<file path="src/sv/slr_pkg.sv">
// slr_pkg: widths, reset values, register indexes and shared types for the
// sta/lta ratio unit. no dependencies; every other file but slr_ring refers to it by scope.
package slr_pkg;

    localparam int LEN_W      = 11;           // window length registers
    localparam int PRE_W      = 46;           // long-window preload register
    localparam int SUM_W      = 64;           // running sums, wrap modulo 2^64
    localparam int RATIO_W    = 16;           // Q8.8 ratio
    localparam int FRAC_W     = 8;
    localparam int Q_W        = RATIO_W + 1;  // top quotient bit flags saturation
    localparam int PROD_W     = SUM_W + LEN_W;
    localparam int NUM_W      = PROD_W + FRAC_W;
    localparam int DIV_W      = PROD_W + Q_W - 1;
    localparam int CFG_IDX_W  = 3;
    localparam int CFG_DATA_W = PRE_W;

    localparam logic [LEN_W-1:0] MIN_WINDOW    = 11'd2;
    localparam logic [LEN_W-1:0] STA_RESET     = 11'd16;
    localparam logic [LEN_W-1:0] LTA_RESET     = 11'd256;
    localparam logic [PRE_W-1:0] PRELOAD_RESET = 46'h3FFF_FFFF_FFFF;

    localparam logic [CFG_IDX_W-1:0] CFG_STA_LENGTH  = 3'd0;
    localparam logic [CFG_IDX_W-1:0] CFG_LTA_LENGTH  = 3'd1;
    localparam logic [CFG_IDX_W-1:0] CFG_LTA_PRELOAD = 3'd2;
    localparam logic [CFG_IDX_W-1:0] CFG_RECORD_MODE = 3'd3;

    typedef enum logic [2:0] {
        ST_IDLE,
        ST_SQUARE,
        ST_SUM,
        ST_UPDATE,
        ST_MUL,
        ST_DIV,
        ST_OUT
    } t_state;

    // status of a bit-serial unit
    typedef struct packed {
        logic busy;
        logic done;
    } t_ser_status;

endpackage

</file>
<file path="src/sv/slr_serdiv.sv">
// slr_serdiv: restoring divider, one quotient bit per cycle, divisor held in a
// right-shifting register. uses slr_pkg for widths and the status type.
module slr_serdiv (
    input  logic                        i_clk,
    input  logic                        i_rst_n,
    input  logic                        i_start,
    input  logic [slr_pkg::NUM_W-1:0]   i_num,
    input  logic [slr_pkg::PROD_W-1:0]  i_den,
    output logic [slr_pkg::Q_W-1:0]     o_quot,
    output slr_pkg::t_ser_status        o_status
);

    localparam int DIV_W = slr_pkg::DIV_W;
    localparam int Q_W   = slr_pkg::Q_W;
    localparam int CNT_W = $clog2(Q_W + 1);

    logic [DIV_W-1:0] r_rem;
    logic [DIV_W-1:0] r_div;
    logic [Q_W-1:0]   r_q;
    logic [CNT_W-1:0] r_cnt;
    logic             r_busy;
    logic             r_done;
    logic [DIV_W:0]   w_diff;
    logic             w_ge;

    assign w_diff = {1'b0, r_rem} - {1'b0, r_div};
    assign w_ge   = !w_diff[DIV_W];

    always_ff @(posedge i_clk) begin
        if (!i_rst_n) begin
            r_busy <= 1'b0;
            r_done <= 1'b0;
            r_cnt  <= '0;
        end else begin
            r_done <= 1'b0;
            if (i_start) begin
                r_cnt  <= CNT_W'(Q_W);
                r_busy <= 1'b1;
            end else if (r_busy) begin
                r_cnt <= r_cnt - CNT_W'(1);
                if (r_cnt == CNT_W'(1)) begin
                    r_busy <= 1'b0;
                    r_done <= 1'b1;
                end
            end
        end
    end

    always_ff @(posedge i_clk) begin
        if (i_start) begin
            r_rem <= DIV_W'(i_num);
            r_div <= {i_den, {(Q_W - 1){1'b0}}};
            r_q   <= '0;
        end else if (r_busy) begin
            if (w_ge) begin
                r_rem <= w_diff[DIV_W-1:0];
            end
            r_div <= {1'b0, r_div[DIV_W-1:1]};
            r_q   <= {r_q[Q_W-2:0], w_ge};
        end
    end

    assign o_quot        = r_q;
    assign o_status.busy = r_busy;
    assign o_status.done = r_done;

endmodule

</file>
<file path="config.mk">
export PLATFORM = sky130hd
export DESIGN_NAME = slr_serdiv
export DESIGN_NICKNAME = d
export VERILOG_FILES = /design/src/sv/slr_pkg.sv /design/src/sv/slr_serdiv.sv
export SDC_FILE = /design/constraint.sdc
export NUM_CORES = 1
export LEC_CHECK = 0
export BUFFER_PORTS_ARGS = -buffer_cell sky130_fd_sc_hd__buf_2
export CORE_ASPECT_RATIO = 1.2
export CORE_MARGIN = 2
export CORE_UTILIZATION = 48
export CTS_BUF_LIST = sky130_fd_sc_hd__clkbuf_8
export DETAILED_ROUTE_END_ITERATION = 7
export MAX_ROUTING_LAYER = met4
export PLACE_DENSITY = 0.71
export SYNTH_ARGS = -nofsm -noshare
export SYNTH_HDL_FRONTEND = slang
export SYNTH_SLANG_ARGS = --single-unit
</file>
<file path="constraint.sdc">
create_clock -name i_clk -period 4.4 [get_ports i_clk]
set_input_delay 1.32 -clock i_clk [delete_from_list [all_inputs] [get_ports i_clk]]
set_output_delay 1.32 -clock i_clk [all_outputs]
set_load 0.005 [all_outputs]
</file>
==> flow_metrics.env, run 1 <==
export IMPL_status="finished clean"
export IMPL_final_cell_area_um2=16000
export IMPL_p_leak_nw=6.80
export IMPL_drt_iter0_drc=748
export IMPL_synthFlopType="edfxtp_1"
export IMPL_powerDensity_nw_per_um2=431
export IMPL_synth_edf_count=158
export IMPL_start_kind="flip-flop"
export IMPL_async_flop_share_pct=0
export IMPL_fin_worst_skew_ns=0.0381
export IMPL_setup_viol=0
export IMPL_grt_use_total_pct=24.1
export IMPL_rows=68
export IMPL_r2r_cells=14
export IMPL_vias=12200
export IMPL_drive_gt1_share_pct=14.9
export IMPL_worstSetupEndpoint="r_rem[80]"
export IMPL_critPathCaptureType="flip-flop"
export IMPL_tritoncts="built"
export IMPL_cts_path_max_buffers=3
export IMPL_hold_viol_final=0
export IMPL_syn_num_nets=1851
export IMPL_synthMostInstantiatedCell="nand2_1"
export IMPL_final_min_clock_period_ns=4.05
export IMPL_antenna_left=0
export IMPL_critical_path_max_fanout=4
export IMPL_place_congestion=1.01
export IMPL_clockRootBuffer="clkbuf_8"
export IMPL_cp_arrival_ns=4.41
export IMPL_min_from="r_rem[86]"
export IMPL_area_delta_synth_final_pct=13.5
export IMPL_grt_max_degree=210
export IMPL_hold_slack_ns=0.451
export IMPL_dieArea_um2=30700
export IMPL_max_cap_viol_count=0
export IMPL_cts_buffers=37
export IMPL_syn_inst=1596
export IMPL_firstDrtPassIters=5
export IMPL_finalCritPeriodShare_pct=92.0
export IMPL_grt_pass1_wl_mm=58.7
export IMPL_synth_area_um2=14100
export IMPL_fmax_mhz=247
export IMPL_fp_dieW_um=160
export IMPL_r2r_start="r_rem[0]"
export IMPL_clock_latency_ns=0.56
export IMPL_hold_buffers=0
export IMPL_reg2reg_to="r_rem[80]"
export IMPL_ir_worst_vdd_mv=0.291
export IMPL_grt_pass1_vias=11900
export IMPL_synth_commonest_cells="nand2_1, edfxtp_1, o21ai_0, inv_1, a21oi_1"
export IMPL_required_ns=4.76
export IMPL_htree_levels=2
export IMPL_total_power_w=0.00689
export IMPL_drc=0
export IMPL_synth_area_per_cell_um2=8.81
export IMPL_die_h_um=192
export IMPL_crit_start="r_rem[0]"
export IMPL_rsz0062_at_grt="no"
export IMPL_final_max_slew_viol_count=0
export IMPL_synth_warning_count=0
export IMPL_placed_area_um2=15200
export IMPL_r2r_slack_ns=0.35
export IMPL_worstSetupPathType="reg2reg"
export IMPL_clock_sinks=206
export IMPL_yosysTopAreaCell="edfxtp_1"
export IMPL_io_buffer_count=179
export IMPL_dp_hpwl_mm=26.4
export IMPL_yosysSeqAreaShare_pct=40.6
export IMPL_core_area_um2=28800
export IMPL_avgRoutedWirePerCell_um=16.9
export IMPL_setup_tns_final_ns=0
export IMPL_cts_resized_gates=0
export IMPL_cts_setup_buffers=0
export IMPL_synthDistinctLibCells=75
export IMPL_diodes=0
export IMPL_hold_path_class="reg2reg"
export IMPL_pin_count=180
export IMPL_grt_overflow=0
export IMPL_antenna_found_initial=0
export IMPL_layout_nets=1982
export IMPL_start_util_pct=48.8
export IMPL_synthTopCellsByArea="edfxtp_1, ha_1, dfxtp_1, nand2_1, o21ai_0"
export IMPL_relSlewSlack_pct=43.9
export IMPL_synth_top_cell_area_share_pct=33.7
export IMPL_wirelength_mm=36.2
export IMPL_worst_slew_pin_transition_ns=0.842
export IMPL_vias_per_cell=5.70
export IMPL_clkTransAtPathRegs_ns=0.06
export IMPL_ys_ff_latch=206
-- registers in the layout, indices dropped and copies added (netlist names) --
| signal | cells |
|---|---|
| r_cnt | 5 |
| r_done | 1 |
| o_quot | 17 |
| r_rem | 91 |
| r_busy | 1 |
| r_div | 91 |
-- placed cells by master (no fill, tap or decap), drive strengths merged, types with 79 or more instances in the layout --
cell type / count
buf: 189
nor2: 80
o31ai: 79
a21oi: 109
o21ai: 150
edfxtp: 158
ha: 93
nand2: 247
inv: 140
-- routing by layer --
| metal | GRT usage, % | share of wire, % | wire [µm] |
|---|---|---|---|
| met1 | 30.1 | 44 | 15900 |
| met2 | 39.8 | 46 | 16800 |
| met3 | 3.75 | 6.1 | 2220 |
| met4 | 8.80 | 3.4 | 1230 |
| met5 | - | 0 | 0 |
-- power breakdown --
group	switching (W)	internal, W	leakage (nW)
sequential	0.0000671	0.00238	2.00
clock	0.000835	0.00100	0.433
combinational	0.00160	0.00101	4.37
total	0.00250	0.00439	6.80
-- worst min-delay path by stage --
stage / end / depth (start not counted) / slack (ns)
2_1_floorplan: r_rem[86] / 2 / 0.43
3_3_place_gp: r_rem[86] / 2 / 0.44
3_5_place_dp: r_rem[86] / 2 / 0.45
4_1_cts: r_rem[86] / 2 / 0.45
5_1_grt: r_rem[86] / 2 / 0.49
6_report: r_rem[86] / 2 / 0.45
-- logic make-up after synthesis --
kind of cell / share of synthesized area [%]
AO/OA/AOI/OAI: 22.6
XOR/XNOR: 5.35
adder cells (fa/ha/maj): 8.41
buffers and inverters: 5.92
flip-flops: 40.6
multiplexers: 2.35
AND/OR/NAND/NOR: 14.7
-- metrics by stage --
stage          util, %  std cells  setup WS [ns]
2_1_floorplan        -       1596        0.00338
3_3_place_gp      52.8       2073          0.477
3_5_place_dp      52.8       2073          0.374
4_1_cts           55.4       2140          0.348
5_1_grt           55.4       2140          0.112
6_report          55.4       2140          0.352
-- layout make-up --
cell class / count / area (µm²)
sequential: 206 / 5710
tap: 385 / 482
inverter: 122 / 462
clock buffer: 39 / 537
multi-input combinational: 1171 / 7560
fill: 2682 / 12900
clock inverter: 28 / 199
timing repair buffer: 189 / 1020
-- critical path: stages (launching register included) --
cell	delay, ns
edfxtp_1	0.32
inv_1	0.04
ha_1	0.21
fa_1	0.40
nand2b_1	0.24
a2111oi_4	0.36
nor3_2	0.11
or2_4	0.27
o21ai_4	0.20
a41oi_4	0.19
o31ai_4	0.41
a31oi_2	0.21
or4_4	0.52
and3_4	0.20
o31ai_2	0.17
(Power assumes the default switching activity.)
==> inputs of run 2 (changes only) <==
CORE_MARGIN = not set   (was 2)
==> flow_metrics.env, run 2 (synthesized netlist as in run 1, its figures left out) <==
export IMPL_hold_viol_final=0
export IMPL_start_util_pct=48.9
export IMPL_worst_slew_pin_transition_ns=0.979
export IMPL_p_int_w=0.00447
export IMPL_die_h_um=190
export IMPL_total_power_w=0.00696
export IMPL_final_common_cell="nand2_1"
export IMPL_cp_slowest_cell="or4_4"
export IMPL_fill_cells=2700
export IMPL_cts_setup_buffers=0
export IMPL_switching_share_pct=35.7
export IMPL_layout_nets=1982
export IMPL_rows=68
export IMPL_avgRoutedWirePerCell_um=17.0
export IMPL_diodes=0
export IMPL_drive_gt1_share_pct=15.0
export IMPL_status="finished clean"
export IMPL_tritoncts="built"
export IMPL_rsz0062_at_grt="no"
export IMPL_max_cap_viol_count=0
export IMPL_finalCritPeriodShare_pct=91.9
export IMPL_cts_resized_gates=0
export IMPL_min_from="r_rem[86]"
export IMPL_switchingPower_w=0.00249
export IMPL_worstSetupPathType="reg2reg"
export IMPL_grt_pass1_vias=12000
export IMPL_drc=0
export IMPL_hold_path_class="reg2reg"
export IMPL_combPwrFrac_pct=37.4
export IMPL_fin_util_pct=55.6
export IMPL_vias_per_cell=5.71
export IMPL_critical_path_max_fanout=4
export IMPL_dp_hpwl_mm=26.4
export IMPL_clockRootBuffer="clkbuf_8"
export IMPL_critPathCaptureType="flip-flop"
export IMPL_io_buffer_count=179
export IMPL_start_kind="flip-flop"
export IMPL_relSlewSlack_pct=34.8
export IMPL_area_delta_synth_final_pct=13.7
export IMPL_r2r_slack_ns=0.35
export IMPL_fin_worst_skew_ns=0.0188
export IMPL_mostFrequentLayoutCells="nand2_1, buf_2, edfxtp_1"
export IMPL_place_congestion=0.969
export IMPL_fmax_mhz=247
export IMPL_r2r_cells=14
export IMPL_antenna_left=0
export IMPL_drt_iter0_drc=884
export IMPL_whs_endpoint="r_rem[86]"
export IMPL_antenna_found_initial=0
export IMPL_clock_latency_ns=0.55
export IMPL_vias=12200
export IMPL_pwr_share_seq_pct=35.1
export IMPL_grt_use_total_pct=24.9
export IMPL_hold_buffers=0
export IMPL_grt_max_degree=242
export IMPL_path_cells="inv_1, ha_1, fa_1, nand2b_1, a2111oi_4, nor3_2, or2_4, o21ai_4, a41oi_4, o31ai_4, a31oi_2, or4_4, a21oi_1, o31ai_2"
export IMPL_grt_pass1_wl_mm=58.1
export IMPL_htree_levels=2
export IMPL_ir_worst_vdd_mv=0.256
export IMPL_fp_dieW_um=158
export IMPL_cp_slowest_stage_delay_ns=0.52
export IMPL_place_ws_ns=0.355
export IMPL_worst_slack_ns=0.354
export IMPL_final_max_slew_viol_count=0
export IMPL_core_area_um2=28800
export IMPL_cts_path_max_buffers=3
export IMPL_hold_depth=2
export IMPL_clock_power_share_pct=27.4
export IMPL_final_min_clock_period_ns=4.05
export IMPL_setup_tns_final_ns=0
export IMPL_dieArea_um2=30000
export IMPL_cp_arrival_ns=4.32
export IMPL_firstDrtPassIters=5
export IMPL_p_leak_nw=6.80
export IMPL_reg2reg_to="r_rem[80]"
export IMPL_required_ns=4.67
export IMPL_pin_count=180
export IMPL_wirelength_mm=36.3
export IMPL_clkTransAtPathRegs_ns=0.06
export IMPL_clock_sinks=206
export IMPL_r2r_start="r_rem[0]"
export IMPL_grt_overflow=0
export IMPL_cts_buffers=37
export IMPL_setup_viol=0
export IMPL_powerDensity_nw_per_um2=435
## run 2: changes by cell type in the layout (fill, tap and decap cells not counted), sizes merged
cell    delta
clkinv     -1
clkbuf     +2
inv        -6
bufinv     +1
## run 2: critical path, delay by kind of cell, from the launching register on
family,cells,cell delay (ns)
adder cells (fa/ha/maj),2,0.61
buffers and inverters,1,0.04
flip-flops,1,0.32
AND/OR/NAND/NOR,4,1.13
AO/OA/AOI/OAI,7,1.68
## run 2: stage by stage
| step | hold WS (ns) | area, µm² | instances |
|---|---|---|---|
| 6_report | 0.458 | 16000 | 2136 |
| 5_1_grt | 0.492 | 16000 | 2136 |
| 4_1_cts | 0.461 | 16000 | 2136 |
| 3_5_place_dp | 0.451 | 15200 | 2073 |
| 3_3_place_gp | 0.436 | 15200 | 2073 |
| 2_1_floorplan | 0.430 | 14100 | 1596 |
## run 2: how the worst max path moves through the flow
stage	from	endpoint	slack, ns	depth (start not counted)
2_1_floorplan	r_rem[40]	r_rem[0]	0.003	12
3_3_place_gp	r_rem[0]	r_rem[80]	0.46	14
3_5_place_dp	r_rem[0]	r_rem[80]	0.36	14
4_1_cts	r_rem[0]	r_rem[80]	0.36	14
5_1_grt	r_rem[0]	r_rem[86]	0.16	14
6_report	r_rem[0]	r_rem[80]	0.35	14
## run 2: final cells by class
class,count,area (µm²),share of cell area [%]
Multi-Input combinational cell,1171,7560,47.3
Sequential cell,206,5710,35.7
Timing Repair Buffer,189,1020,6.37
Clock buffer,41,564,3.53
Tap cell,385,482,3.01
Inverter,122,462,2.89
Clock inverter,22,194,1.21
## run 2: power groups by stage
stage | Sequential, W | Clock (W) | Combinational [W]
final | 0.00245 | 0.00191 | 0.00261
after global placement | 0.00248 | 0 | 0.00254
after floorplan | 0.00247 | 0 | 0.00195
after global routing | 0.00247 | 0.00202 | 0.00288
after CTS | 0.00245 | 0.00195 | 0.00258
after detailed placement | 0.00249 | 0 | 0.00257
## run 2: layer usage
layer | track usage (%) | wire, µm | up-vias
met2 | 41.5 | 17400 | 381
li1 | - | - | 6025
met4 | 9.73 | 1230 | 0
met1 | 30.3 | 15600 | 5708
met3 | 3.30 | 2130 | 92
met5 | - | 0 | -
==> inputs of run 3 (changes only) <==
ABC_AREA = 1   (was not set)
MAX_ROUTING_LAYER = not set   (was met4)
PLACE_DENSITY = 0.7   (was 0.71)
==> flow_metrics.env, run 3 <==
export IMPL_status="finished clean"
export IMPL_fin_worst_skew_ns=0.0252
export IMPL_final_common_cell="nand2_1"
export IMPL_synth_xor_area_share_pct=1.55
export IMPL_drt_iter0_drc=1265
export IMPL_firstDrtPassIters=6
export IMPL_setup_viol=0
export IMPL_fp_dieW_um=174
export IMPL_synthTopCellsByArea="edfxtp_1, nand2_1, inv_1, ha_1, dfxtp_1"
export IMPL_finalCritPeriodShare_pct=73.6
export IMPL_critPathCaptureType="flip-flop"
export IMPL_required_ns=4.62
export IMPL_clock_latency_ns=0.57
export IMPL_stdcell_count=3308
export IMPL_htree_levels=2
export IMPL_synth_fa_ha_area_share_pct=6.98
export IMPL_antenna_found_initial=0
export IMPL_grt_max_degree=102
export IMPL_clkTransAtPathRegs_ns=0.07
export IMPL_area_delta_synth_final_pct=12.0
export IMPL_placedCellCount=3249
export IMPL_fill_cells=3621
export IMPL_fin_util_pct=54.4
export IMPL_syn_num_nets=2898
export IMPL_powerDensity_nw_per_um2=376
export IMPL_relSlewSlack_pct=32.8
export IMPL_ys_ff_latch=206
export IMPL_clockRootBuffer="clkbuf_8"
export IMPL_whs_endpoint="o_quot[14]"
export IMPL_start_kind="flip-flop"
export IMPL_hold_depth=2
export IMPL_grt_use_total_pct=32.5
export IMPL_hold_buffers=0
export IMPL_syn_inst=2643
export IMPL_grt_pass1_wl_mm=90.7
export IMPL_synth_edf_count=158
export IMPL_vias_per_cell=5.12
export IMPL_cp_slowest_cell="nand2_4"
export IMPL_hold_viol_final=0
export IMPL_synthMostInstantiatedCell="nand2_1"
export IMPL_die_h_um=208
export IMPL_io_buffer_count=179
export IMPL_synthFlopType="edfxtp_1"
export IMPL_setup_tns_final_ns=0
export IMPL_tritoncts="built"
export IMPL_synth_mux_area_share_pct=0
export IMPL_rsz0062_at_grt="no"
export IMPL_dp_hpwl_mm=47.9
export IMPL_fmax_mhz=309
export IMPL_critical_path_max_fanout=52
export IMPL_place_congestion=0.978
export IMPL_hold_slack_ns=0.492
export IMPL_synth_area_per_cell_um2=6.41
export IMPL_synth_commonest_cells="nand2_1, inv_1, nor2_1, edfxtp_1, o21ai_0"
export IMPL_avgRoutedWirePerCell_um=17.7
export IMPL_antenna_left=0
export IMPL_r2r_slack_ns=1.16
export IMPL_synth_warning_count=0
export IMPL_final_max_slew_viol_count=0
export IMPL_async_flop_share_pct=0
export IMPL_mostFrequentLayoutCells="nand2_1, inv_1, nor2_1"
export IMPL_min_from="o_quot[13]"
export IMPL_pin_count=180
export IMPL_yosys_area_share_simple_pct=35.3
export IMPL_drc=0
export IMPL_grt_pass1_vias=16900
export IMPL_cp_slowest_stage_delay_ns=0.44
export IMPL_cp_arrival_ns=3.45
export IMPL_synth_top_family_by_area="simple AND/OR/NAND/NOR gates"
export IMPL_drive_gt1_share_pct=11.1
export IMPL_synthDistinctLibCells=45
export IMPL_vias=16900
export IMPL_cts_path_max_buffers=3
export IMPL_yosysSeqAreaShare_pct=33.7
export IMPL_synth_top_cell_area_share_pct=28.0
export IMPL_dieArea_um2=36100
export IMPL_ir_worst_vdd_mv=0.239
export IMPL_synth_area_um2=16900
export IMPL_p_leak_nw=10.1
export IMPL_reg2reg_to="r_rem[0]"
export IMPL_r2r_cells=13
export IMPL_path_cells="inv_1, ha_1, nand2_1, nor2_2, nand2_2, nor2_1, nand2_1, nor2_1, nand2_1, nand3_2, nand2_4, nand2_4, buf_12"
export IMPL_worst_slew_pin_transition_ns=1.01
export IMPL_multi_input_area_um2=9140
export IMPL_cp_common_cell="nand2_1"
export IMPL_diodes=0
export IMPL_hold_path_class="reg2reg"
export IMPL_layout_nets=3079
export IMPL_max_cap_viol_count=0
export IMPL_grt_overflow=0
export IMPL_sequential_cell_area_um2=5710
export IMPL_cts_resized_gates=0
export IMPL_core_area_um2=34900
export IMPL_wirelength_mm=58.4
export IMPL_final_min_clock_period_ns=3.24
export IMPL_cts_setup_buffers=0
export IMPL_worstSetupPathType="reg2reg"
export IMPL_yosysTopAreaCell="edfxtp_1"
export IMPL_clock_sinks=206
export IMPL_cts_buffers=35
export IMPL_synth_compound_area_share_pct=10.0
export IMPL_rows=75
export IMPL_start_util_pct=48.5
export IMPL_r2r_start="r_div[73]"
-- run 3: power breakdown --
| group | leakage [nW] | internal [W] | total, W | switching [W] |
|---|---|---|---|---|
| Sequential | 2.00 | 0.00235 | 0.00241 | 0.0000597 |
| Clock | 0.365 | 0.000808 | 0.00161 | 0.000799 |
| Combinational | 7.77 | 0.000968 | 0.00312 | 0.00216 |
| Total | 10.1 | 0.00412 | 0.00714 | 0.00301 |
-- run 3: logic make-up (layout without fill, tap and decap cells) --
logic type | count (synthesis) | in the layout
simple gates | 1444 | 1444
fa+ha+maj | 94 | 94
xor+xnor | 30 | 30
flops | 206 | 206
buf+inv | 559 | 762
compound gates | 310 | 310
-- run 3: worst max-delay path by stage --
stage / from / slack (ns) / end
global placement: i_start / 1.11 / r_busy
floorplan: i_start / 0.13 / r_div[16]
finish: r_div[73] / 1.16 / r_rem[0]
global route: r_div[33] / 1.02 / r_rem[0]
detailed placement: i_start / 1.07 / r_div[10]
CTS: r_rem[81] / 1.22 / r_rem[28]
-- run 3: area by class of cell --
type                    instances  share of cell area [%]
flip-flops and latches        206                    30.1
multi-input cells            1878                    48.1
clock buffers                  39                    2.83
repair buffers                188                    5.31
inverters                     515                    10.2
clock inverters                20                   0.448
well taps                     462                    3.04
-- run 3: layer usage --
metal  wire (µm)  vias to the layer above  GRT usage, %  share of wire [%]
met5           0                        -             0                  0
met4        2110                        0          12.1                3.6
met3        3110                      112          3.96                5.3
met2       27300                      526          55.6                 47
met1       26000                     7679          41.8                 44
li1            -                     8621             -                  -
-- run 3: per-stage QoR --
stage | cell area, µm² | power [W] | worst slack [ns]
after floorplan | 17000 | 0.00452 | 0.125
after global placement | 18400 | 0.00548 | 1.11
after detailed placement | 18400 | 0.00552 | 1.07
after CTS | 19000 | 0.00714 | 1.22
after global routing | 19000 | 0.00761 | 1.02
final | 19000 | 0.00714 | 1.16
-- run 3: critical path: cells and delay by family (launching register included) --
family	cells	cell delay (ns)
simple gates	10	1.64
flops	1	0.36
buf+inv	2	0.39
fa+ha+maj	1	0.37
