`config.mk`:
```
export PLATFORM = sky130hd
export DESIGN_NAME = slr_sermul
export DESIGN_NICKNAME = d
export VERILOG_FILES = /design/src/sv/slr_pkg.sv /design/src/sv/slr_sermul.sv
export SDC_FILE = /design/constraint.sdc
export NUM_CORES = 1
export LEC_CHECK = 0
export BUFFER_PORTS_ARGS = -buffer_cell sky130_fd_sc_hd__buf_2
export CORE_MARGIN = 2
export CORE_UTILIZATION = 35
export CTS_CLUSTER_DIAMETER = 200
export CTS_CLUSTER_SIZE = 28
export DETAILED_ROUTE_END_ITERATION = 6
export HOLD_SLACK_MARGIN = 0.08
export PLACE_DENSITY_LB_ADDON = 0.25
export REMOVE_ABC_BUFFERS = 1
export SLEW_MARGIN = 40
export SYNTH_ARGS = -nofsm -noshare
export SYNTH_HDL_FRONTEND = slang
export SYNTH_SLANG_ARGS = --single-unit
```
`constraint.sdc`:
```
create_clock -name i_clk -period 6.7 [get_ports i_clk]
set_clock_uncertainty 0.2 [all_clocks]
set_input_delay 1.005 -clock i_clk [delete_from_list [all_inputs] [get_ports i_clk]]
set_output_delay 1.005 -clock i_clk [all_outputs]
set_load 0.01 [all_outputs]
```
`src/sv/slr_pkg.sv`:
```
// slr_pkg: widths, reset values, register indexes and shared types for the
// sta/lta ratio unit. no dependencies; every other file but slr_ring refers to it by scope.
package slr_pkg;

    localparam int LEN_W      = 11;           // window length registers
    localparam int PRE_W      = 46;           // long-window preload register
    localparam int SUM_W      = 64;           // running sums, wrap modulo 2^64
    localparam int RATIO_W    = 16;           // Q8.8 ratio
    localparam int FRAC_W     = 8;
    localparam int Q_W        = RATIO_W + 1;  // top quotient bit flags saturation
    localparam int PROD_W     = SUM_W + LEN_W;
    localparam int NUM_W      = PROD_W + FRAC_W;
    localparam int DIV_W      = PROD_W + Q_W - 1;
    localparam int CFG_IDX_W  = 3;
    localparam int CFG_DATA_W = PRE_W;

    localparam logic [LEN_W-1:0] MIN_WINDOW    = 11'd2;
    localparam logic [LEN_W-1:0] STA_RESET     = 11'd16;
    localparam logic [LEN_W-1:0] LTA_RESET     = 11'd256;
    localparam logic [PRE_W-1:0] PRELOAD_RESET = 46'h3FFF_FFFF_FFFF;

    localparam logic [CFG_IDX_W-1:0] CFG_STA_LENGTH  = 3'd0;
    localparam logic [CFG_IDX_W-1:0] CFG_LTA_LENGTH  = 3'd1;
    localparam logic [CFG_IDX_W-1:0] CFG_LTA_PRELOAD = 3'd2;
    localparam logic [CFG_IDX_W-1:0] CFG_RECORD_MODE = 3'd3;

    typedef enum logic [2:0] {
        ST_IDLE,
        ST_SQUARE,
        ST_SUM,
        ST_UPDATE,
        ST_MUL,
        ST_DIV,
        ST_OUT
    } t_state;

    // status of a bit-serial unit
    typedef struct packed {
        logic busy;
        logic done;
    } t_ser_status;

endpackage

```
`src/sv/slr_sermul.sv`:
```
// slr_sermul: bit-serial shift-add multiplier, one multiplier bit per cycle,
// msb first, product truncated to P_W bits. uses slr_pkg for its status type.
module slr_sermul #(
    parameter int A_W = 64,
    parameter int B_W = 11,
    parameter int P_W = 75
) (
    input  logic                 i_clk,
    input  logic                 i_rst_n,
    input  logic                 i_start,
    input  logic [A_W-1:0]       i_a,
    input  logic [B_W-1:0]       i_b,
    output logic [P_W-1:0]       o_prod,
    output slr_pkg::t_ser_status o_status
);

    localparam int CNT_W = $clog2(B_W + 1);

    logic [A_W-1:0]   r_a;
    logic [B_W-1:0]   r_b;
    logic [P_W-1:0]   r_acc;
    logic [CNT_W-1:0] r_cnt;
    logic             r_busy;
    logic             r_done;

    always_ff @(posedge i_clk) begin
        if (!i_rst_n) begin
            r_busy <= 1'b0;
            r_done <= 1'b0;
            r_cnt  <= '0;
        end else begin
            r_done <= 1'b0;
            if (i_start) begin
                r_cnt  <= CNT_W'(B_W);
                r_busy <= 1'b1;
            end else if (r_busy) begin
                r_cnt <= r_cnt - CNT_W'(1);
                if (r_cnt == CNT_W'(1)) begin
                    r_busy <= 1'b0;
                    r_done <= 1'b1;
                end
            end
        end
    end

    always_ff @(posedge i_clk) begin
        if (i_start) begin
            r_a   <= i_a;
            r_b   <= i_b;
            r_acc <= '0;
        end else if (r_busy) begin
            r_acc <= {r_acc[P_W-2:0], 1'b0} + (r_b[B_W-1] ? P_W'(r_a) : '0);
            r_b   <= {r_b[B_W-2:0], 1'b0};
        end
    end

    assign o_prod          = r_acc;
    assign o_status.busy   = r_busy;
    assign o_status.done   = r_done;

endmodule

```
==> metrics.cfg, run 1 <==
[clocking]
cts_hold_buf = 0
cts-htree-levels = 4
cts_resized = 0
clk_latency_ns = 0.44
cts_tree = done
post_cts_buffers = 0
cts_buffers = 17
clk_root_buffer_cell = clkbuf_16
path_clk_slew_ns = 0.08
clk_path_buf_depth = 2
cts.sinks = 156

[yosys]
synth_area_um2 = 9650
ys_seq_elements = 156
ys_async_sr_fraction = 0
synth_top_area_cell = edfxtp_1
yosysTopAreaCellShare = 0.233
synth_edf_count = 75
synthTopCellsByArea = edfxtp_1 (23%), dfxtp_1 (17%), ha_1 (8.4%), a21oi_1 (5.8%), and2_1 (4.3%)
synth_cell_types = 71
syn_inst = 1070
synth_ff_type = dfxtp_1
avgSynthCellArea_um2 = 9.02
yosysWarnings = 0
ys_seq_area_frac = 0.402

[global_route]
grt_max_degree = 74
antenna_found_initial = 0
grtUsageTotal = 0.185
grt_overflow_total = 0
grt_pass1_vias = 8154
grt_pass1_wl_um = 42600

[drt]
vias = 8140
drt_wl_total_um = 26300
wl_per_cell_um = 17.1
drt_iter0_drc = 397
drc = 0
drtPass1Iterations = 4
routed_via_density = 5.29
drtAntennaViolNets = 0

[floorplanning]
coreArea_um2 = 27000
num_rows = 60
ioPinCount = 155
die_area_um2 = 28900
die_y_um = 170
die_w_um = 170
start_util = 0.357

[critical_path]
crit_type = reg -> reg
endpoint = o_prod[73]$_SDFFE_PP0P_
cp_max_fo = 64
end_kind = register
startpoint = r_b[10]$_DFFE_PP_
r2r_start = r_b[10]$_DFFE_PP_
crit_path_frequent_cell = o21ai_1
path_cells = buf_4 > and2_1 > ha_1 > inv_1 > fa_1 > nor2b_1 > o2111ai_1 > a21oi_1 > o21ai_1 > o31a_1 > o2111ai_2 > nand4_1 > a2111oi_2 > xnor2_1 > o21ai_1
arrival_ns = 4.34
ff2ff_path_depth = 15
crit_path_max_incr_delay_ns = 0.45
startpoint_type = register
cp.required_ns = 6.83
cpMaxStageDelayCell = a2111oi_2
r2r_slack_ns = 2.48
r2r-end = o_prod[73]$_SDFFE_PP0P_

[power]
leakagePower_uw = 0.00471
p_per_area_nw_per_um2 = 238
ir_worst_vdd_v = 0.000167

[placement]
placed_area_um2 = 10600
dpl.hpwl_um = 19100
dp_cells = 1507
gp_congestion = 0.871
port_buffers = 154
dp_slack_ns = 2.42

[cells_and_area]
diodes = 0
final_cell_mix = buf_2 (153), a21oi_1 (112), nand2_1 (93), nor2_1 (90), dfxtp_1 (80)
fin_cells = 1539
final_cell_area_um2 = 11200
drive_gt1_frac = 0.183
area_growth_pct = 16.6
fin_util = 0.416
mostFrequentLayoutCell = buf_2
nets = 1329

[run_status]
status = finished clean

[timing]
max_slew_margin = 0.562
rsz0062_at_grt = no
finalSetupViolations = 0
fin_crit_ns = 4.22
max_clock_freq_mhz = 237
tns_ns = 0
slew_violations = 0
fin_crit_sh = 0.630
worst_pin_slew_ns = 0.657
hold_viol = 0
fin_ws_ns = 2.48

[min_path]
worst_hold_path.num_cells = 2
hold_class = reg -> reg

[flow_run]
cap_violations = 0

through the flow:
step	hold slack, ns	power (uW)
CTS	0.271	2720
floorplan	0.285	1510
detailed placement	0.260	1700
global placement	0.252	1700
finish	0.268	2680
global route	0.290	2820
registers in the layout, indices dropped and copies added, names as in the netlist:
| name | flops |
|---|---|
| o_prod | 75 |
| r_done | 1 |
| r_a | 64 |
| r_busy | 1 |
| r_cnt | 4 |
| r_b | 11 |
worst min path at each step:
stage / start / to / slack [ns]
final: o_prod[36]$_SDFFE_PP0P_ / o_prod[36]$_SDFFE_PP0P_ / 0.27
after global routing: o_prod[45]$_SDFFE_PP0P_ / o_prod[45]$_SDFFE_PP0P_ / 0.29
after CTS: o_prod[36]$_SDFFE_PP0P_ / o_prod[36]$_SDFFE_PP0P_ / 0.27
after detailed placement: o_prod[36]$_SDFFE_PP0P_ / o_prod[36]$_SDFFE_PP0P_ / 0.26
after global placement: o_prod[49]$_SDFFE_PP0P_ / o_prod[49]$_SDFFE_PP0P_ / 0.25
after floorplan: o_prod[49]$_SDFFE_PP0P_ / o_prod[49]$_SDFFE_PP0P_ / 0.29
Yosys cell counts (2+ instances only):
| cell | instances |
|---|---|
| inv_1 | 24 |
| o21a_1 | 11 |
| and2_1 | 67 |
| o211ai_1 | 3 |
| dfxtp_1 | 81 |
| nand3b_1 | 3 |
| nor2b_1 | 7 |
| xnor2_1 | 36 |
| a31oi_1 | 5 |
| o21ai_0 | 52 |
| or4_1 | 4 |
| a311oi_1 | 2 |
| and4_1 | 6 |
| nand3_1 | 25 |
| o31ai_1 | 6 |
| a21oi_1 | 112 |
| nor4_1 | 5 |
| o221ai_1 | 3 |
| a211oi_1 | 11 |
| xor2_1 | 30 |
| o21bai_1 | 14 |
| buf_4 | 5 |
| o21ai_1 | 18 |
| nor3_1 | 16 |
| clkbuf_1 | 55 |
| mux2_2 | 10 |
| nor2_1 | 92 |
| nand2b_1 | 5 |
| a221oi_1 | 2 |
| a21o_1 | 21 |
| o2111ai_1 | 3 |
| ha_1 | 65 |
| nand2_1 | 93 |
| or3_1 | 7 |
| a41oi_1 | 2 |
| buf_1 | 4 |
| mux2i_1 | 25 |
| edfxtp_1 | 75 |
| and3_1 | 7 |
| nand4_1 | 27 |
layout make-up:
cell class,count,area (um2)
clock inverter,15,175
inverter,24,90.1
sequential,156,3870
timing repair buffer,161,830
clock buffer,17,425
multi-input combinational,825,5420
fill,2778,15800
tap,341,427
cells by family after synthesis:
group / after synthesis / synth area share
adders and majority gates: 66 / 0.0864
and+or+nand+nor: 373 / 0.194
buffers and inverters: 89 / 0.0367
DFF: 156 / 0.402
xor gates and xnor gates: 66 / 0.0599
AOI/OAI and AO/OA: 285 / 0.184
muxes: 35 / 0.0376
report_power, final:
group          total [uW]  leakage, uW  switching (uW)  internal (uW)
registers            1130      0.00140            49.2           1080
clock network         993     0.000288             460            533
logic                 555      0.00303             336            220
total                2680      0.00471             845           1830
worst max-delay path: cells and delay by family (launching register included):
family,cells,cell delay [ns]
AO/OA/AOI/OAI,7,1.76
AND/OR/NAND/NOR,3,0.56
adder cells (fa/ha/maj),2,0.56
buffers and inverters,2,0.46
flip-flops,1,0.33
XOR/XNOR,1,0.16
metal layers:
metal | vias up | global-route usage | part of all wire
met2 | 226 | 0.305 | 0.46
met4 | 0 | 0.0684 | 0.025
met3 | 41 | 0.0407 | 0.051
met1 | 3773 | 0.239 | 0.46
met5 | - | 0 | 0
li1 | 4100 | - | -
No activity file was read; power rests on OpenSTA's default activity.
==> inputs of run 2 (changes only) <==
==> constraint.sdc (replaced) <==
create_clock -name i_clk -period 4.42 [get_ports i_clk]
set_clock_uncertainty 0.2 [all_clocks]
set_input_delay 0.663 -clock i_clk [delete_from_list [all_inputs] [get_ports i_clk]]
set_output_delay 0.663 -clock i_clk [all_outputs]
set_load 0.01 [all_outputs]
==> run 2 against run 1 <==
- clock power increased by 55%
- non-clock buffer count increased by 5
- total power up 53%
- global-route usage shrank 0.11 points
- worst hold slack lost 0.072 ns
- sequential share of layout area decreased by 0.18 points
- final area grew 0.51%
- highest routed layer unchanged
- via count increased by 0.53%
- critical path type unchanged
- first-iteration DRC count increased by 37%
- combinational power rose by 52%
- flip-flop and latch count unchanged
- die area stayed put
==> metrics.cfg, run 2 (synthesized netlist as in run 1, its figures left out) <==
[global_route]
busiest_layer = met2
grtUsageMet3 = 0.0367  ; -0.00395
grt_pass1_wl_um = 42200  ; -0.99%
grtUsageMet2 = 0.300  ; -0.00461
grt_max_degree = 79  ; +6.8%
antenna_found_initial = 0  ; unchanged
grt_overflow_total = 0  ; unchanged
grtUsageTotal = 0.184  ; -0.00110
grt_use_met1 = 0.249  ; +0.00970
grt_pass1_vias = 7857  ; -3.6%

[run_status]
status = finished clean

[clocking]
clk_path_buf_depth = 2  ; unchanged
clk_root_buffer_cell = clkbuf_16
cts_buffers = 17  ; unchanged
cts.sinks = 156  ; unchanged
path_clk_slew_ns = 0.07  ; about the same
cts-htree-levels = 4  ; unchanged
clk_latency_ns = 0.43  ; about the same
post_cts_buffers = 0  ; unchanged
cts_tree = done
cts_hold_buf = 0  ; unchanged
cts_resized = 0  ; unchanged

[timing]
finalSetupViolations = 0  ; unchanged
worst_pin_slew_ns = 0.683  ; +0.0255 ns
fin_ws_ns = 0.505  ; -1.98 ns
hold_viol = 0  ; unchanged
max_slew_margin = 0.545  ; -0.0170
fin_crit_sh = 0.886  ; +0.256
rsz0062_at_grt = no
tns_ns = 0  ; unchanged
slew_violations = 0  ; unchanged
fin_crit_ns = 3.91  ; -0.305 ns
hold_slack_ns = 0.197  ; -0.0717 ns
max_clock_freq_mhz = 255  ; +7.8%

[critical_path]
cp.required_ns = 4.57  ; -2.26 ns
startpoint = r_b[10]$_DFFE_PP_
startpoint_type = register
cp_max_fo = 17  ; -73%
path_cells = buf_12 > buf_4 > and2_1 > ha_1 > nand4_1 > or2_1 > or4_1 > o21ba_2 > o21ai_4 > a2111oi_4 > or3_1 > a311oi_1
r2r_slack_ns = 0.51  ; -1.98 ns
crit_type = reg -> reg
r2r-end = o_prod[64]$_SDFFE_PP0P_
endpoint = o_prod[64]$_SDFFE_PP0P_
cpMaxStageDelayCell = or4_1
r2r_start = r_b[10]$_DFFE_PP_
end_kind = register
arrival_ns = 4.06  ; -0.28 ns
ff2ff_path_depth = 12  ; -3
crit_path_max_incr_delay_ns = 0.53  ; +0.08 ns

[drt]
drt_wl_total_um = 26100  ; -0.78%
wl_per_cell_um = 16.9  ; -1.1%
drtAntennaViolNets = 0  ; unchanged
routed_via_density = 5.30  ; +0.20%
drtPass1Iterations = 5  ; +1
vias = 8183  ; +0.53%
drt_iter0_drc = 542  ; +37%
drc = 0  ; unchanged

[power]
p_per_area_nw_per_um2 = 362  ; +52%
ir_worst_vdd_v = 0.000249  ; +49%
leakagePower_uw = 0.00475  ; +0.77%

[cells_and_area]
nets = 1334  ; +0.38%
final_cell_mix = buf_2 (153), a21oi_1 (112), nand2_1 (93), nor2_1 (90), dfxtp_1 (80)
mostFrequentLayoutCell = buf_2
largest_reg_flops = 75  ; unchanged
area_growth_pct = 17.2
diodes = 0  ; unchanged
drive_gt1_frac = 0.185  ; +0.00257

[placement]
dp_slack_ns = 0.378  ; -2.04 ns
dpl.hpwl_um = 19600  ; +2.6%
gp_congestion = 0.885  ; +1.6%
port_buffers = 154  ; unchanged

[floorplanning]
num_rows = 60  ; unchanged
start_util = 0.357  ; unchanged
die_y_um = 170  ; unchanged
ioPinCount = 155  ; unchanged
die_area_um2 = 28900  ; unchanged
die_w_um = 170  ; unchanged
coreArea_um2 = 27000  ; unchanged

[min_path]
hold_class = in -> reg
worst_hold_path.num_cells = 1  ; -1

[flow_run]
cap_violations = 0  ; unchanged

run 2: worst max-delay path: cells and delay by family, from the launching register on:
kind	cells	cell delay (ns)
compound gates	4	0.91
flops	1	0.41
buf+inv	2	0.34
simple gates	5	1.55
fa+ha+maj	1	0.42
run 2: cell type report:
cell class | instances | area (um2)
clock buffer | 18 | 450
clock inverter | 14 | 158
fill | 2768 | 15700
inverter | 24 | 90.1
multi-input combinational | 825 | 5420
sequential | 156 | 3870
tap | 341 | 427
timing repair buffer | 166 | 880
run 2: power breakdown:
part           internal, uW  leakage (uW)  switching (uW)  total (uW)
combinational           340       0.00305             506         846
sequential             1640       0.00140            77.6        1710
clock                   879      0.000297             656        1540
run 2: worst min-delay path by stage:
stage / slack [ns] / to / from
floorplan: 0.29 / o_prod[49]$_SDFFE_PP0P_ / o_prod[49]$_SDFFE_PP0P_
finish: 0.20 / r_a[11]$_DFFE_PP_ / i_a[11]
detailed placement: 0.26 / o_prod[56]$_SDFFE_PP0P_ / o_prod[56]$_SDFFE_PP0P_
global route: 0.18 / r_a[12]$_DFFE_PP_ / i_a[12]
CTS: 0.18 / r_a[12]$_DFFE_PP_ / i_a[12]
global placement: 0.25 / o_prod[49]$_SDFFE_PP0P_ / o_prod[49]$_SDFFE_PP0P_
run 2: routing by layer:
layer	routed length [um]	vias up
met2	12200	198
li1	-	4120
met3	1220	24
met1	12300	3841
met5	0	-
met4	399	0
run 2: metrics by stage:
step | cell area (um2) | util | std cells | power, uW
final | 11300 | 0.418 | 1544 | 4100
after global routing | 11300 | 0.418 | 1544 | 4310
after CTS | 11300 | 0.417 | 1543 | 4140
after detailed placement | 10700 | 0.395 | 1511 | 2590
after global placement | 10700 | 0.395 | 1511 | 2580
after floorplan | 9380 | - | 1005 | 2290
==> inputs of run 3 (changes only) <==
--- a/config.mk
+++ b/config.mk
@@ -7,12 +7,12 @@
 export LEC_CHECK = 0
 export BUFFER_PORTS_ARGS = -buffer_cell sky130_fd_sc_hd__buf_2
 export CORE_MARGIN = 2
-export CORE_UTILIZATION = 35
+export CORE_UTILIZATION = 55
 export CTS_CLUSTER_DIAMETER = 200
 export CTS_CLUSTER_SIZE = 28
 export DETAILED_ROUTE_END_ITERATION = 6
 export HOLD_SLACK_MARGIN = 0.08
-export PLACE_DENSITY_LB_ADDON = 0.25
+export PLACE_DENSITY = 0.81
 export REMOVE_ABC_BUFFERS = 1
 export SLEW_MARGIN = 40
 export SYNTH_ARGS = -nofsm -noshare
==> run 3 against run 2 <==
- die area decreased by 36%
- sequential share of layout area up 0.64 points
- routed wire length down 6.0%
- register-to-register slack got worse by 0.15 ns
- final area is 1.8% lower
==> metrics.cfg, run 3 (synthesized netlist as in run 1, its figures left out) <==
[power]
ir_worst_vdd_v = 0.000296  ; +19%
leakagePower_uw = 0.00471  ; -0.93%
p_per_area_nw_per_um2 = 361  ; -0.27%
fin_total_pwr_uw = 4010  ; -2.1%
pwr-share-clk = 0.363  ; -0.012
switchingPower_uw = 1220  ; -1.8%
internal_power_uw = 2790  ; -2.2%
combPwrFrac = 0.210  ; +0.003
seq_power_share = 0.427  ; +0.009
swShare = 0.304  ; +0.000802

[global_route]
grt_pass1_wl_um = 38800  ; -8.1%
antenna_found_initial = 0  ; unchanged
grt_pass1_vias = 7890  ; +0.42%
grtUsageTotal = 0.265  ; +0.0802
grt_max_degree = 63  ; -20%
grt_overflow_total = 0  ; unchanged

[critical_path]
startpoint_type = register
end_kind = register
cp_num_buf_inv = 1  ; -1
crit_path_frequent_cell = o21ai_1
r2r_start = r_b[10]$_DFFE_PP_
crit_type = reg -> reg
cp.required_ns = 4.60  ; +0.03 ns
path_delay_family = compound AO/OA/AOI/OAI gates
cpMaxStageDelayCell = edfxtp_1
ff2ff_path_depth = 12  ; unchanged
path_cells = buf_4 > and2_1 > ha_1 > nand4_1 > or3_1 > o221a_1 > a31oi_1 > o21ai_1 > a21oi_1 > o21ai_1 > or4_1 > nand3_1
arrival_ns = 4.25  ; +0.19 ns
crit_path_max_incr_delay_ns = 0.52  ; about the same
cp_max_fo = 35  ; +18
r2r_slack_ns = 0.35  ; -0.15 ns
r2r-end = o_prod[71]$_SDFFE_PP0P_

[clocking]
cts_resized = 0  ; unchanged
cts_hold_buf = 0  ; unchanged
cts.sinks = 156  ; unchanged
post_cts_buffers = 0  ; unchanged
clk_latency_ns = 0.44  ; about the same
cts-htree-levels = 4  ; unchanged
clk_path_buf_depth = 2  ; unchanged
path_clk_slew_ns = 0.07  ; about the same
clk_root_buffer_cell = clkbuf_16
cts_buffers = 17  ; unchanged
cts_tree = done

[min_path]
min_from = i_a[63]
min_to = r_a[63]$_DFFE_PP_
worst_hold_path.num_cells = 1  ; unchanged
hold_class = in -> reg

[floorplanning]
coreArea_um2 = 17200  ; -36%
die_area_um2 = 18600  ; -36%
ioPinCount = 155  ; unchanged
die_y_um = 136  ; -20%
num_rows = 48  ; -20%
die_w_um = 136  ; -20%
start_util = 0.560  ; +0.203

[cells_and_area]
final_cell_area_um2 = 11100  ; -1.8%
final_cell_mix = buf_2 (153), a21oi_1 (112), nand2_1 (93), nor2_1 (90), dfxtp_1 (80)
fin_util = 0.644  ; +0.226
nets = 1331  ; -0.22%
drive_gt1_frac = 0.183  ; -0.00204
diodes = 0  ; unchanged
largest_reg_flops = 75  ; unchanged
mostFrequentLayoutCell = buf_2
area_growth_pct = 15.0
fin_cells = 1425  ; -7.7%

[timing]
slew_violations = 0  ; unchanged
max_clock_freq_mhz = 246  ; -3.8%
fin_crit_ns = 4.07  ; +0.153 ns
worst_pin_slew_ns = 0.713  ; +0.0303 ns
rsz0062_at_grt = no
tns_ns = 0  ; unchanged
hold_viol = 0  ; unchanged
finalSetupViolations = 0  ; unchanged
fin_crit_sh = 0.920  ; +0.0346
max_slew_margin = 0.524  ; -0.0202

[drt]
wl_per_cell_um = 17.2  ; +1.8%
drtPass1Iterations = 5  ; unchanged
drt_wl_total_um = 24500  ; -6.0%
drt_iter0_drc = 568  ; +4.8%
vias = 8366  ; +2.2%
drtAntennaViolNets = 0  ; unchanged
drc = 0  ; unchanged
routed_via_density = 5.87  ; +11%

[placement]
port_buffers = 154  ; unchanged
dp_cells = 1393  ; -7.8%
gp_congestion = 0.961  ; +8.6%
dpl.hpwl_um = 17800  ; -9.3%
placed_area_um2 = 10500  ; -1.5%

[run_status]
status = finished clean

[flow_run]
cap_violations = 0  ; unchanged

-- run 3: changes by cell type in the layout (fill, tap and decap cells not counted), sizes merged --
cell      change
clkinv        -4
clkinvlp      +4
buf           -3
bufinv        -1
clkbuf        +1
-- run 3: metrics by stage --
step / setup WS, ns / hold WS (ns)
2_1_floorplan: 0.498 / 0.285
3_3_place_gp: 0.514 / 0.252
3_5_place_dp: 0.424 / 0.261
4_1_cts: 0.409 / 0.185
5_1_grt: 0.0455 / 0.185
6_report: 0.352 / 0.195
-- run 3: layout make-up --
| type | instances | area [um2] |
|---|---|---|
| Clock buffer | 19 | 454 |
| Clock inverter | 13 | 131 |
| Fill cell | 1448 | 6140 |
| Inverter | 24 | 90.1 |
| Multi-Input combinational cell | 825 | 5420 |
| Sequential cell | 156 | 3870 |
| Tap cell | 225 | 282 |
| Timing Repair Buffer | 163 | 841 |
-- run 3: power by group through the flow --
stage	combinational, uW	sequential (uW)	clock (uW)
after CTS	835	1710	1480
final	841	1710	1460
after detailed placement	828	1740	0
after floorplan	537	1760	0
after global routing	930	1720	1530
after global placement	812	1740	0
-- run 3: worst register-to-register path, stage by stage (launching register included) --
cell and delay, ns:
edfxtp_1 0.52, buf_4 0.30, and2_1 0.20, ha_1 0.39
nand4_1 0.17, or3_1 0.39, o221a_1 0.25, a31oi_1 0.31
o21ai_1 0.17, a21oi_1 0.40, o21ai_1 0.20, or4_1 0.42
nand3_1 0.09
-- run 3: worst max path at each step --
stage	startpoint	endpoint	slack, ns	cells past startpoint
floorplan	r_b[10]$_DFFE_PP_	o_prod[73]$_SDFFE_PP0P_	0.50	14
detailed placement	r_b[10]$_DFFE_PP_	o_prod[71]$_SDFFE_PP0P_	0.42	12
finish	r_b[10]$_DFFE_PP_	o_prod[71]$_SDFFE_PP0P_	0.35	12
global placement	r_b[10]$_DFFE_PP_	o_prod[71]$_SDFFE_PP0P_	0.51	12
global route	r_b[10]$_DFFE_PP_	o_prod[68]$_SDFFE_PP0P_	0.05	13
CTS	r_b[10]$_DFFE_PP_	o_prod[68]$_SDFFE_PP0P_	0.41	12
-- run 3: per-layer routing --
metal  wire, um  vias up  GRT usage
li1           -     4104          -
met1      10800     3902      0.340
met2      11500      312      0.438
met3       1480       48     0.0511
met4        710        0      0.107
met5          0        -          0
